==> config.mk <==
export PLATFORM = sky130hd
export DESIGN_NAME = record_exchange_sorter_unit
export DESIGN_NICKNAME = d
export VERILOG_FILES = /design/src/rtl/rxs_pkg.sv /design/src/rtl/record_exchange_sorter_unit.sv /design/src/rtl/rxs_mem.sv /design/src/rtl/rxs_seq.sv
export SDC_FILE = /design/constraint.sdc
export NUM_CORES = 2
export LEC_CHECK = 0
export ABC_CLOCK_PERIOD_IN_PS = 8900
export BUFFER_PORTS_ARGS = -buffer_cell sky130_fd_sc_hd__clkbuf_2
export CAP_MARGIN = 20
export CELL_PAD_IN_SITES_DETAIL_PLACEMENT = 0
export CELL_PAD_IN_SITES_GLOBAL_PLACEMENT = 1
export CORE_AREA = 2 2 450 452
export CTS_CLUSTER_DIAMETER = 150
export DETAILED_ROUTE_END_ITERATION = 10
export DIE_AREA = 0 0 452 454
export PLACE_DENSITY = 0.5
export SLEW_MARGIN = 30
export SYNTH_ARGS = -nofsm -noshare
export SYNTH_HDL_FRONTEND = slang
export SYNTH_HIERARCHICAL = 1
export SYNTH_SLANG_ARGS = --single-unit
==> constraint.sdc <==
create_clock -name clk -period 8.9 [get_ports clk]
set_input_delay 1.78 -clock clk [delete_from_list [all_inputs] [get_ports clk]]
set_output_delay 1.78 -clock clk [all_outputs]
set_load 0.01 [all_outputs]
==> src/rtl/rxs_pkg.sv <==
// rxs_pkg: shared types, constants and the key function for the record exchange sorter
// used by every rtl file of the block, depends on nothing
package rxs_pkg;

  localparam int KEY_W           = 10;
  localparam int TAG_W           = 16;
  localparam int MARK_W          = 7;
  localparam int MAX_RECORDS_DEF = 64;

  // input beat: one record
  typedef struct packed {
    logic [TAG_W-1:0]  roll_number;
    logic [MARK_W-1:0] mark_a;
    logic [MARK_W-1:0] mark_b;
    logic [MARK_W-1:0] mark_c;
    logic [MARK_W-1:0] mark_d;
    logic [MARK_W-1:0] mark_e;
    logic [MARK_W-1:0] mark_f;
    logic              last_record;
  } rxs_in_t;

  // output beat: one sorted record
  typedef struct packed {
    logic [TAG_W-1:0] out_roll_number;
    logic [KEY_W-1:0] out_total;
    logic             last_of_run;
  } rxs_out_t;

  // stored entry: key and tag side by side in one memory word
  typedef struct packed {
    logic [KEY_W-1:0] key;
    logic [TAG_W-1:0] tag;
  } rxs_entry_t;

  // sequencer to output register
  typedef struct packed {
    logic load;
    logic last;
  } rxs_emit_t;

  typedef enum logic [2:0] {
    S_LOAD,
    S_RD_I,
    S_LD_I,
    S_CMP,
    S_WB,
    S_EMIT,
    S_EMIT_LD
  } rxs_state_t;

  // sum of six marks, at most 762, fits the key width
  function automatic logic [KEY_W-1:0] rxs_mark_sum(input rxs_in_t r);
    logic [KEY_W-1:0] s0;
    logic [KEY_W-1:0] s1;
    logic [KEY_W-1:0] s2;
    s0 = KEY_W'(r.mark_a) + KEY_W'(r.mark_b);
    s1 = KEY_W'(r.mark_c) + KEY_W'(r.mark_d);
    s2 = KEY_W'(r.mark_e) + KEY_W'(r.mark_f);
    return s0 + s1 + s2;
  endfunction

endpackage

==> src/rtl/record_exchange_sorter_unit.sv <==
// record_exchange_sorter_unit: top level, entry store, sequencer and output register
// depends on rxs_pkg, rxs_mem and rxs_seq
//
//   channel | dir | handshake            | payload
//   in_     | in  | in_valid / in_stall   | rxs_in_t  (tag, six marks, last_record)
//   out_    | out | out_valid / out_stall | rxs_out_t (tag, total, last_of_run)
//
// an accepted beat is stored while there is room; in_stall is low only while loading
// on last_record the sort runs passes of pivot read, pivot load, compares, write-back;
//   one compare per cycle, limited by the single read port of the entry store
// emit then reads each result from the store and loads it into the output register
// out_stall holds the output register and pauses emit; no clearing pass after reset
module record_exchange_sorter_unit
  import rxs_pkg::*;
#(
  parameter int MAX_RECORDS = MAX_RECORDS_DEF
) (
  input  logic     clk,
  input  logic     rst_n,
  input  logic     in_valid,
  output logic     in_stall,
  input  rxs_in_t  in_data,
  output logic     out_valid,
  input  logic     out_stall,
  output rxs_out_t out_data
);

  localparam int AW = $clog2(MAX_RECORDS);
  localparam int CW = $clog2(MAX_RECORDS + 1);

  logic          mem_we;
  logic [AW-1:0] mem_waddr;
  rxs_entry_t    mem_wdata;
  logic [AW-1:0] mem_raddr;
  rxs_entry_t    mem_rdata;
  rxs_emit_t     emit;
  logic          out_free;

  logic          out_valid_r, out_valid_nxt;
  rxs_out_t      out_data_r, out_data_nxt;

  rxs_mem #(
    .DEPTH (MAX_RECORDS),
    .AW    (AW)
  ) u_mem (
    .clk   (clk),
    .we    (mem_we),
    .waddr (mem_waddr),
    .wdata (mem_wdata),
    .raddr (mem_raddr),
    .rdata (mem_rdata)
  );

  rxs_seq #(
    .MAX_RECORDS (MAX_RECORDS),
    .AW          (AW),
    .CW          (CW)
  ) u_seq (
    .clk       (clk),
    .rst_n     (rst_n),
    .in_valid  (in_valid),
    .in_stall  (in_stall),
    .in_data   (in_data),
    .out_free  (out_free),
    .emit      (emit),
    .mem_we    (mem_we),
    .mem_waddr (mem_waddr),
    .mem_wdata (mem_wdata),
    .mem_raddr (mem_raddr),
    .mem_rdata (mem_rdata)
  );

  // output register is free when empty or its beat leaves this cycle
  assign out_free = !out_valid_r || !out_stall;

  // output register next value
  always_comb begin
    out_valid_nxt = out_valid_r;
    out_data_nxt  = out_data_r;
    if (emit.load) begin
      out_valid_nxt = 1'b1;
      out_data_nxt  = '{out_roll_number: mem_rdata.tag,
                        out_total:       mem_rdata.key,
                        last_of_run:     emit.last};
    end else if (!out_stall) begin
      out_valid_nxt = 1'b0;
    end
  end

  always_ff @(posedge clk) begin
    if (!rst_n) begin
      out_valid_r <= 1'b0;
    end else begin
      out_valid_r <= out_valid_nxt;
    end
  end

  always_ff @(posedge clk) begin
    out_data_r <= out_data_nxt;
  end

  assign out_valid = out_valid_r;
  assign out_data  = out_data_r;

endmodule

==> src/rtl/rxs_mem.sv <==
// rxs_mem: entry store, one write port and one read port with registered read data
// depends on rxs_pkg for the entry type
module rxs_mem
  import rxs_pkg::*;
#(
  parameter int DEPTH = MAX_RECORDS_DEF,
  parameter int AW    = $clog2(DEPTH)
) (
  input  logic            clk,
  input  logic            we,
  input  logic [AW-1:0]   waddr,
  input  rxs_entry_t      wdata,
  input  logic [AW-1:0]   raddr,
  output rxs_entry_t      rdata
);

  rxs_entry_t mem_r [DEPTH];
  rxs_entry_t rdata_r;

  // write port
  always_ff @(posedge clk) begin
    if (we) begin
      mem_r[waddr] <= wdata;
    end
  end

  // read port, registered read data
  always_ff @(posedge clk) begin
    rdata_r <= mem_r[raddr];
  end

  assign rdata = rdata_r;

endmodule

==> src/rtl/rxs_seq.sv <==
// rxs_seq: load, exchange sort and emit sequencer working on the entry store
// depends on rxs_pkg; drives the ports of rxs_mem and the output register load
module rxs_seq
  import rxs_pkg::*;
#(
  parameter int MAX_RECORDS = MAX_RECORDS_DEF,
  parameter int AW          = $clog2(MAX_RECORDS),
  parameter int CW          = $clog2(MAX_RECORDS + 1)
) (
  input  logic          clk,
  input  logic          rst_n,
  input  logic          in_valid,
  output logic          in_stall,
  input  rxs_in_t       in_data,
  input  logic          out_free,
  output rxs_emit_t     emit,
  output logic          mem_we,
  output logic [AW-1:0] mem_waddr,
  output rxs_entry_t    mem_wdata,
  output logic [AW-1:0] mem_raddr,
  input  rxs_entry_t    mem_rdata
);

  rxs_state_t state_r, state_nxt;
  logic [CW-1:0] count_r, count_nxt;
  logic [CW-1:0] i_r, i_nxt;
  logic [CW-1:0] j_r, j_nxt;
  logic [CW-1:0] k_r, k_nxt;
  rxs_entry_t    piv_r, piv_nxt;

  logic          accept;
  logic          has_room;
  logic [CW-1:0] load_n;
  logic [CW-1:0] ip1;
  logic [CW-1:0] ip2;
  logic [CW-1:0] jp1;
  logic          emit_last;

  assign in_stall  = (state_r != S_LOAD);
  assign accept    = in_valid && !in_stall;
  assign has_room  = (count_r < CW'(MAX_RECORDS));
  assign load_n    = has_room ? count_r + 1'b1 : count_r;
  assign ip1       = i_r + 1'b1;
  assign ip2       = i_r + 2'd2;
  assign jp1       = j_r + 1'b1;
  assign emit_last = (k_r == count_r);

  // next state
  always_comb begin
    state_nxt = state_r;
    unique case (state_r)
      S_LOAD: begin
        if (accept && in_data.last_record) begin
          state_nxt = (load_n >= CW'(2)) ? S_RD_I : S_EMIT;
        end
      end
      S_RD_I:    state_nxt = S_LD_I;
      S_LD_I:    state_nxt = S_CMP;
      S_CMP: begin
        if (jp1 >= count_r) begin
          state_nxt = S_WB;
        end
      end
      S_WB:      state_nxt = (ip2 < count_r) ? S_RD_I : S_EMIT;
      S_EMIT: begin
        if (out_free) begin
          state_nxt = S_EMIT_LD;
        end
      end
      S_EMIT_LD: state_nxt = emit_last ? S_LOAD : S_EMIT;
      default:   state_nxt = S_LOAD;
    endcase
  end

  // datapath and memory port control
  always_comb begin
    count_nxt = count_r;
    i_nxt     = i_r;
    j_nxt     = j_r;
    k_nxt     = k_r;
    piv_nxt   = piv_r;
    mem_we    = 1'b0;
    mem_waddr = i_r[AW-1:0];
    mem_wdata = piv_r;
    mem_raddr = i_r[AW-1:0];
    emit      = '0;
    unique case (state_r)
      S_LOAD: begin
        // store tag and key at the fill position
        mem_waddr = count_r[AW-1:0];
        mem_wdata = '{key: rxs_mark_sum(in_data), tag: in_data.roll_number};
        if (accept && has_room) begin
          mem_we    = 1'b1;
          count_nxt = count_r + 1'b1;
        end
        if (accept && in_data.last_record) begin
          i_nxt = '0;
          k_nxt = '0;
        end
      end
      S_RD_I: begin
        mem_raddr = i_r[AW-1:0];
      end
      S_LD_I: begin
        // entry i becomes the pivot, start reading j = i+1
        piv_nxt   = mem_rdata;
        j_nxt     = ip1;
        mem_raddr = ip1[AW-1:0];
      end
      S_CMP: begin
        // swap pivot with entry j when pivot key is larger
        mem_waddr = j_r[AW-1:0];
        if (piv_r.key > mem_rdata.key) begin
          mem_we  = 1'b1;
          piv_nxt = mem_rdata;
        end
        j_nxt     = jp1;
        mem_raddr = jp1[AW-1:0];
      end
      S_WB: begin
        // pivot holds the final value of entry i
        mem_we    = 1'b1;
        mem_waddr = i_r[AW-1:0];
        i_nxt     = ip1;
      end
      S_EMIT: begin
        mem_raddr = k_r[AW-1:0];
        if (out_free) begin
          k_nxt = k_r + 1'b1;
        end
      end
      S_EMIT_LD: begin
        emit.load = 1'b1;
        emit.last = emit_last;
        if (emit_last) begin
          count_nxt = '0;
        end
      end
      default: begin
        count_nxt = count_r;
      end
    endcase
  end

  // control registers
  always_ff @(posedge clk) begin
    if (!rst_n) begin
      state_r <= S_LOAD;
      count_r <= '0;
    end else begin
      state_r <= state_nxt;
      count_r <= count_nxt;
    end
  end

  // loop indexes and pivot
  always_ff @(posedge clk) begin
    i_r   <= i_nxt;
    j_r   <= j_nxt;
    k_r   <= k_nxt;
    piv_r <= piv_nxt;
  end

`ifndef SYNTHESIS
  a_cmp_in_range: assert property (@(posedge clk) disable iff (!rst_n)
    (state_r == S_CMP) |-> (j_r < count_r))
    else $error("compare index past stored count");

  a_pivot_in_range: assert property (@(posedge clk) disable iff (!rst_n)
    (state_r == S_RD_I) |-> (ip1 < count_r))
    else $error("pivot read with no entry after it");

  a_emit_in_range: assert property (@(posedge clk) disable iff (!rst_n)
    (state_r == S_EMIT_LD) |-> (k_r != '0 && k_r <= count_r))
    else $error("emit index out of range");

  a_last_leaves_load: assert property (@(posedge clk) disable iff (!rst_n)
    (accept && in_data.last_record) |=> (state_r != S_LOAD))
    else $error("last record did not start sort or emit");
`endif

endmodule
-- Word-level counts from Yosys, hierarchy flattened
Memory sizes are Yosys's and may differ from the RTL's. A register that Yosys moved wholly into a read port is not among the register bits.
Cells that the tools add are included.
W data, S select, Z words.
- register bits after elaboration: 85
- memory bits (writable): 1664
- memories kept: 1
- input port bits: 63
- output and inout bits: 29
- memory list (memory ; words ; width ; rd ports ; clocked after Yosys merged registers in ; write ports ; RTL line ; source):
    u_mem.mem_r ; 64 ; 26 ; 1 ; 1 ; 1 ; rxs_mem.sv:17 ; rxs_entry_t mem_r [DEPTH];
- mux-type cells: 29
- $lt $le $gt $ge: 5
- equality and inequality tests: 14
- add/sub/neg operators: 10
- reduce and logical (&&, ||, !) cells: 18
- operators with widths (kind ; number):
    $pmux W7 S2 ; 4
    $mux W26 ; 2
    $pmux W26 S2 ; 1
    $mux W7 ; 5
    $add A7 B1 Y7 const B ; 4
    $add A7 B7 Y8 ; 3
    $pmux W3 S7 ; 1
    $add A10 B10 Y10 ; 2
    $mux W3 ; 6
    $pmux W6 S3 ; 1
    $ne A2 B1 Y1 const B ; 6
    $pmux W6 S2 ; 1
    $gt A10 B10 Y1 ; 1
    $eq A3 B3 Y1 const B ; 3
    $reduce_and A3 Y1 ; 3
    $reduce_bool A2 Y1 ; 4
    $add A7 B2 Y7 const B ; 1
    $eq A7 B7 Y1 ; 1
    $ge A7 B2 Y1 const B ; 1
    $ge A7 B7 Y1 ; 1
    $lt A7 B7 Y1 ; 1
    $lt A7 B7 Y1 const B ; 1
    $eq A3 B2 Y1 const B ; 2
    $mux W1 ; 6
    other kinds (10) ; 15

-- Logic depth before layout (Yosys ltp)
- depth in word-level cells: 8
- mapped depth: 16
- mapped depth without buffers: 16

-- Cells and area by module
Netlist, hierarchy kept.
- modules (own cells, without submodules) (module ; instances ; cells an instance ; area each (sq um) ; seq. area each (sq um)):
    rxs_mem ; 1 ; 2841 ; 64182.8 ; 50488.4
    rxs_seq ; 1 ; 543 ; 4807.1 ; 1611.5
    record_exchange_sorter_unit ; 1 ; 31 ; 845.8 ; 830.8

-- Least setup slack after synthesis
OpenSTA, ideal clock, no wires.
- path type: input to register
- start: input in_data[4] in the netlist's numbering
- end: memory u_mem/mem_r[0][25] in the netlist's numbering, data pin
- path buffers: 0
- path slack: 1198 ps
- stages on the path: 14
- setup time: 719 ps
- data required time: 8181 ps
- data arrival time: 6983 ps
- path through: inv_1 -> fa_1 -> inv_1 -> fa_1 -> inv_1 -> fa_1 -> inv_1 -> ha_1 -> a21o_1 -> a21oi_1 -> o21ai_0 -> a21oi_1 -> o21ba_2 -> o31ai_1
- RTL lines (element ; RTL line ; source):
    start: declaration ; record_exchange_sorter_unit.sv:22 ; input rxs_in_t in_data,
    end: declaration ; rxs_mem.sv:17 ;

==> results.toml <==
[outcome]
status = "finished, final reports clean"

[sta]
period_minus_slack_ns = 5.37
finalCritPeriodShare_pct = 60.4
setup_viol = 0
timing.slew.headroom_pct = 28.8
tns_ns = 0
hold_viol = 0
fmax_ghz = 0.186
worstMarginPinSlew_ns = 1.06
maxSlewViolCount = 0
rsz0062_at_grt = "false"
clock_skew_ns = 0.0345

[power]
switchingPower_mw = 12.4
power.density_nw_per_um2 = 411
peakVddDrop_uv = 357
p_int_mw = 20.8
power.share.clock_pct = 23.4
seq_power_share_pct = 37.1
power_frac_comb_pct = 39.6
swShare_pct = 37.4
p_leak_nw = 26.1

[setup_path]
arrival_ns = 5.97
required_ns = 9.49
cp.depth = 16
crit_path_max_fanout = 33
crit_path_max_incr_delay_ns = 0.73
setup.worst_path.class = "in2reg"
path_common_cell = "inv_1"
start_kind = "primary input"
crit_path_end_kind = "flop"
cp_slowest_cell = "o21ai_4"
startpoint = "in_data[4]"
reg2reg_from = "u_mem/rdata[21]"
r2r_cells = 12
path_buf_inv = 6
crit_family = "adder cells"
crit_chain = "clkbuf_2, inv_1, fa_1, inv_1, fa_1, inv_1, fa_1, inv_1, ha_1, a21o_1, a21oi_1, o21ai_0, a21oi_1, xnor2_1, o21ai_4, buf_4"

[global_route]
grt_antenna_before_repair = 15
gr-total-overflow = 0
grt_usage_pct = 19.1
grt_pass1_vias = 34502
grt_max_degree = 109
grt_pass1_wl_um = 274000

[synth]
muxShareOfSynthArea_pct = 15.1
synth_compound_area_share_pct = 3.22
syn_nets = 3542
synthFlopType = "edfxtp_1"
synthSimpleGateAreaFrac_pct = 2.14
synth-seq-area-share_pct = 75.8
avgSynthCellArea_um2 = 20.4
netlist_area_um2 = 69800
yosysWarnings = 6
synth.distinct_cells = 58
synthAdderAreaFrac_pct = 1.45
synth-edff-count = 1738
ys_seq_elements = 1775
netlist_instances = 3415
synth_top_family_by_area = "multiplexers"
yosys.area_share.xor_xnor_pct = 0.401
async_flop_share_pct = 0

[route]
wirelength_um = 196000
drtPass1Iterations = 5
top_layer = "met5"
drt_iter0_drc = 3368
post_drt_wl_per_cell_um = 30.2
routed_via_density = 5.27
drcViolationCount = 0
wl_met1_um = 90400
ant_nets = 0
wl_met2_um = 91800
dr_total_vias = 34262
wl_met3_um = 9880

[layout]
area_delta_synth_final_pct = 15.9
instances_no_fill = 6497
nNetsFinal = 3783
multi_input_comb_area_um2 = 16300
fillers = 17760
register_area_um2 = 52900
layout-drive-gt1-share_pct = 25.8

[floorplan]
core_um2 = 201000
start_util_pct = 34.8
dieArea_um2 = 205000
pin_count = 92
die_w_um = 452
die_h_um = 454
placement_rows = 165

[placement]
io_buffers = 91
dp_hpwl_um = 110000
place.gp.congestion = 0.736
dp_cells = 6135

[clock_network]
cts_resized = 0
tritoncts = "done"
cts_max_path_buffers = 3
cts.sinks = 1775
cts_setup_buffers = 0
clk_pin_slew_ns = 0.06
cts-htree-levels = 4
cts_root_buf = "clkbuf_16"
cts_hold_buf = 0
clk_latency_ns = 0.84
numCtsBuffers = 191

[hold_path]
hp-start = "u_mem/rdata[1]"
holdPathStages = 0
min_path_type = "reg2reg"

[run]
cap_viol_max_count = 0
## metal layers
layer  track usage, %  up-vias
li1                 -    14528
met2             29.8      864
met4             5.23        4
met1             27.7    18638
met3             3.11      228
met5                0        -
## cells in the mapped netlist (all sizes together) (36+ instances only)
cell type,n,area (um2)
nand2,89,337
a22oi,86,646
dfxtp,37,741
mux2i,233,2330
mux4,362,8150
buf,104,669
o21ai,51,255
o22ai,61,382
inv,96,360
a31oi,43,269
nor2,131,492
edfxtp,1738,52200
ha,36,450
clkbuf,78,297
## sequential cells by signal, indices dropped and copies added (netlist names)
| register | cells |
|---|---|
| u_seq/k_r | 7 |
| u_seq/state_r | 3 |
| u_mem/mem_r | 1664 |
| u_seq/count_r | 7 |
| u_seq/i_r | 7 |
| out_data | 27 |
| u_mem/rdata | 26 |
| u_seq/piv_r | 26 |
| u_seq/j_r | 7 |
| out_valid | 1 |
## through the flow
stage                     hold WS [ns]  util (%)  setup WS, ns  area (um2)  power (mW)
after global routing             0.445      40.3          3.20       80900        34.7
final                            0.431      40.3          3.53       80900        33.3
after global placement           0.415      37.1          2.69       74500        25.8
after floorplan                  0.404         -          1.20       69800        20.3
after CTS                        0.438      40.3          3.46       80900        33.8
after detailed placement         0.423      37.2          2.70       74800        25.9
## cell usage in the layout, fill, tap and decap left out, types with 10 or more instances in the layout
cell type / count
a211oi_1: 14
a21o_1: 18
a21oi_1: 27
a22oi_1: 86
a31oi_1: 42
and3_1: 24
buf_16: 10
buf_4: 118
bufinv_16: 14
clkbuf_1: 52
clkbuf_16: 195
clkbuf_2: 91
clkinv_1: 32
clkinv_2: 30
dfxtp_1: 37
diode_2: 15
edfxtp_1: 1738
fa_1: 28
ha_1: 36
inv_1: 93
mux2i_1: 233
mux4_2: 362
nand2_1: 70
nand2_2: 17
nand3_1: 25
nor2_1: 68
nor2_4: 63
o21ai_0: 42
o22ai_1: 61
xnor2_1: 15
xor2_1: 17
## final timing paths
kind / to / slack, ns
worst max register to register: u_mem/mem_r[22][6] / 3.65
worst max-delay path: u_mem/mem_r[54][23] / 3.53
worst min register to register: out_data[12] / 0.43
worst min-delay path: out_data[12] / 0.43
## cells by family (layout without fill, tap and decap cells)
kind of cell,Yosys count,count (layout)
buffers and inverters,278,673
muxes,600,600
xor gates and xnor gates,32,32
AOI/OAI and AO/OA,339,339
and+or+nand+nor,327,327
other,0,15
adders and majority gates,64,64
DFF,1775,1775
## power groups by stage
| stage | Clock [mW] | Sequential [mW] | Combinational (mW) |
|---|---|---|---|
| 2_1_floorplan | 0 | 12.6 | 7.75 |
| 3_3_place_gp | 0 | 12.5 | 13.3 |
| 3_5_place_dp | 0 | 12.5 | 13.4 |
| 4_1_cts | 7.97 | 12.3 | 13.5 |
| 5_1_grt | 8.27 | 12.4 | 14.1 |
| 6_report | 7.77 | 12.3 | 13.2 |
## cell type report
cell class	count	share of cell area [%]
Inverter	96	0.445
Timing Repair Buffer	230	2.25
Tap cell	2672	4.13
Clock buffer	255	6.41
Sequential cell	1775	65.4
Clock inverter	92	1.12
Multi-Input combinational cell	1362	20.2
Antenna cell	15	0.0464
Note: power is estimated with default switching activity, not from simulation.
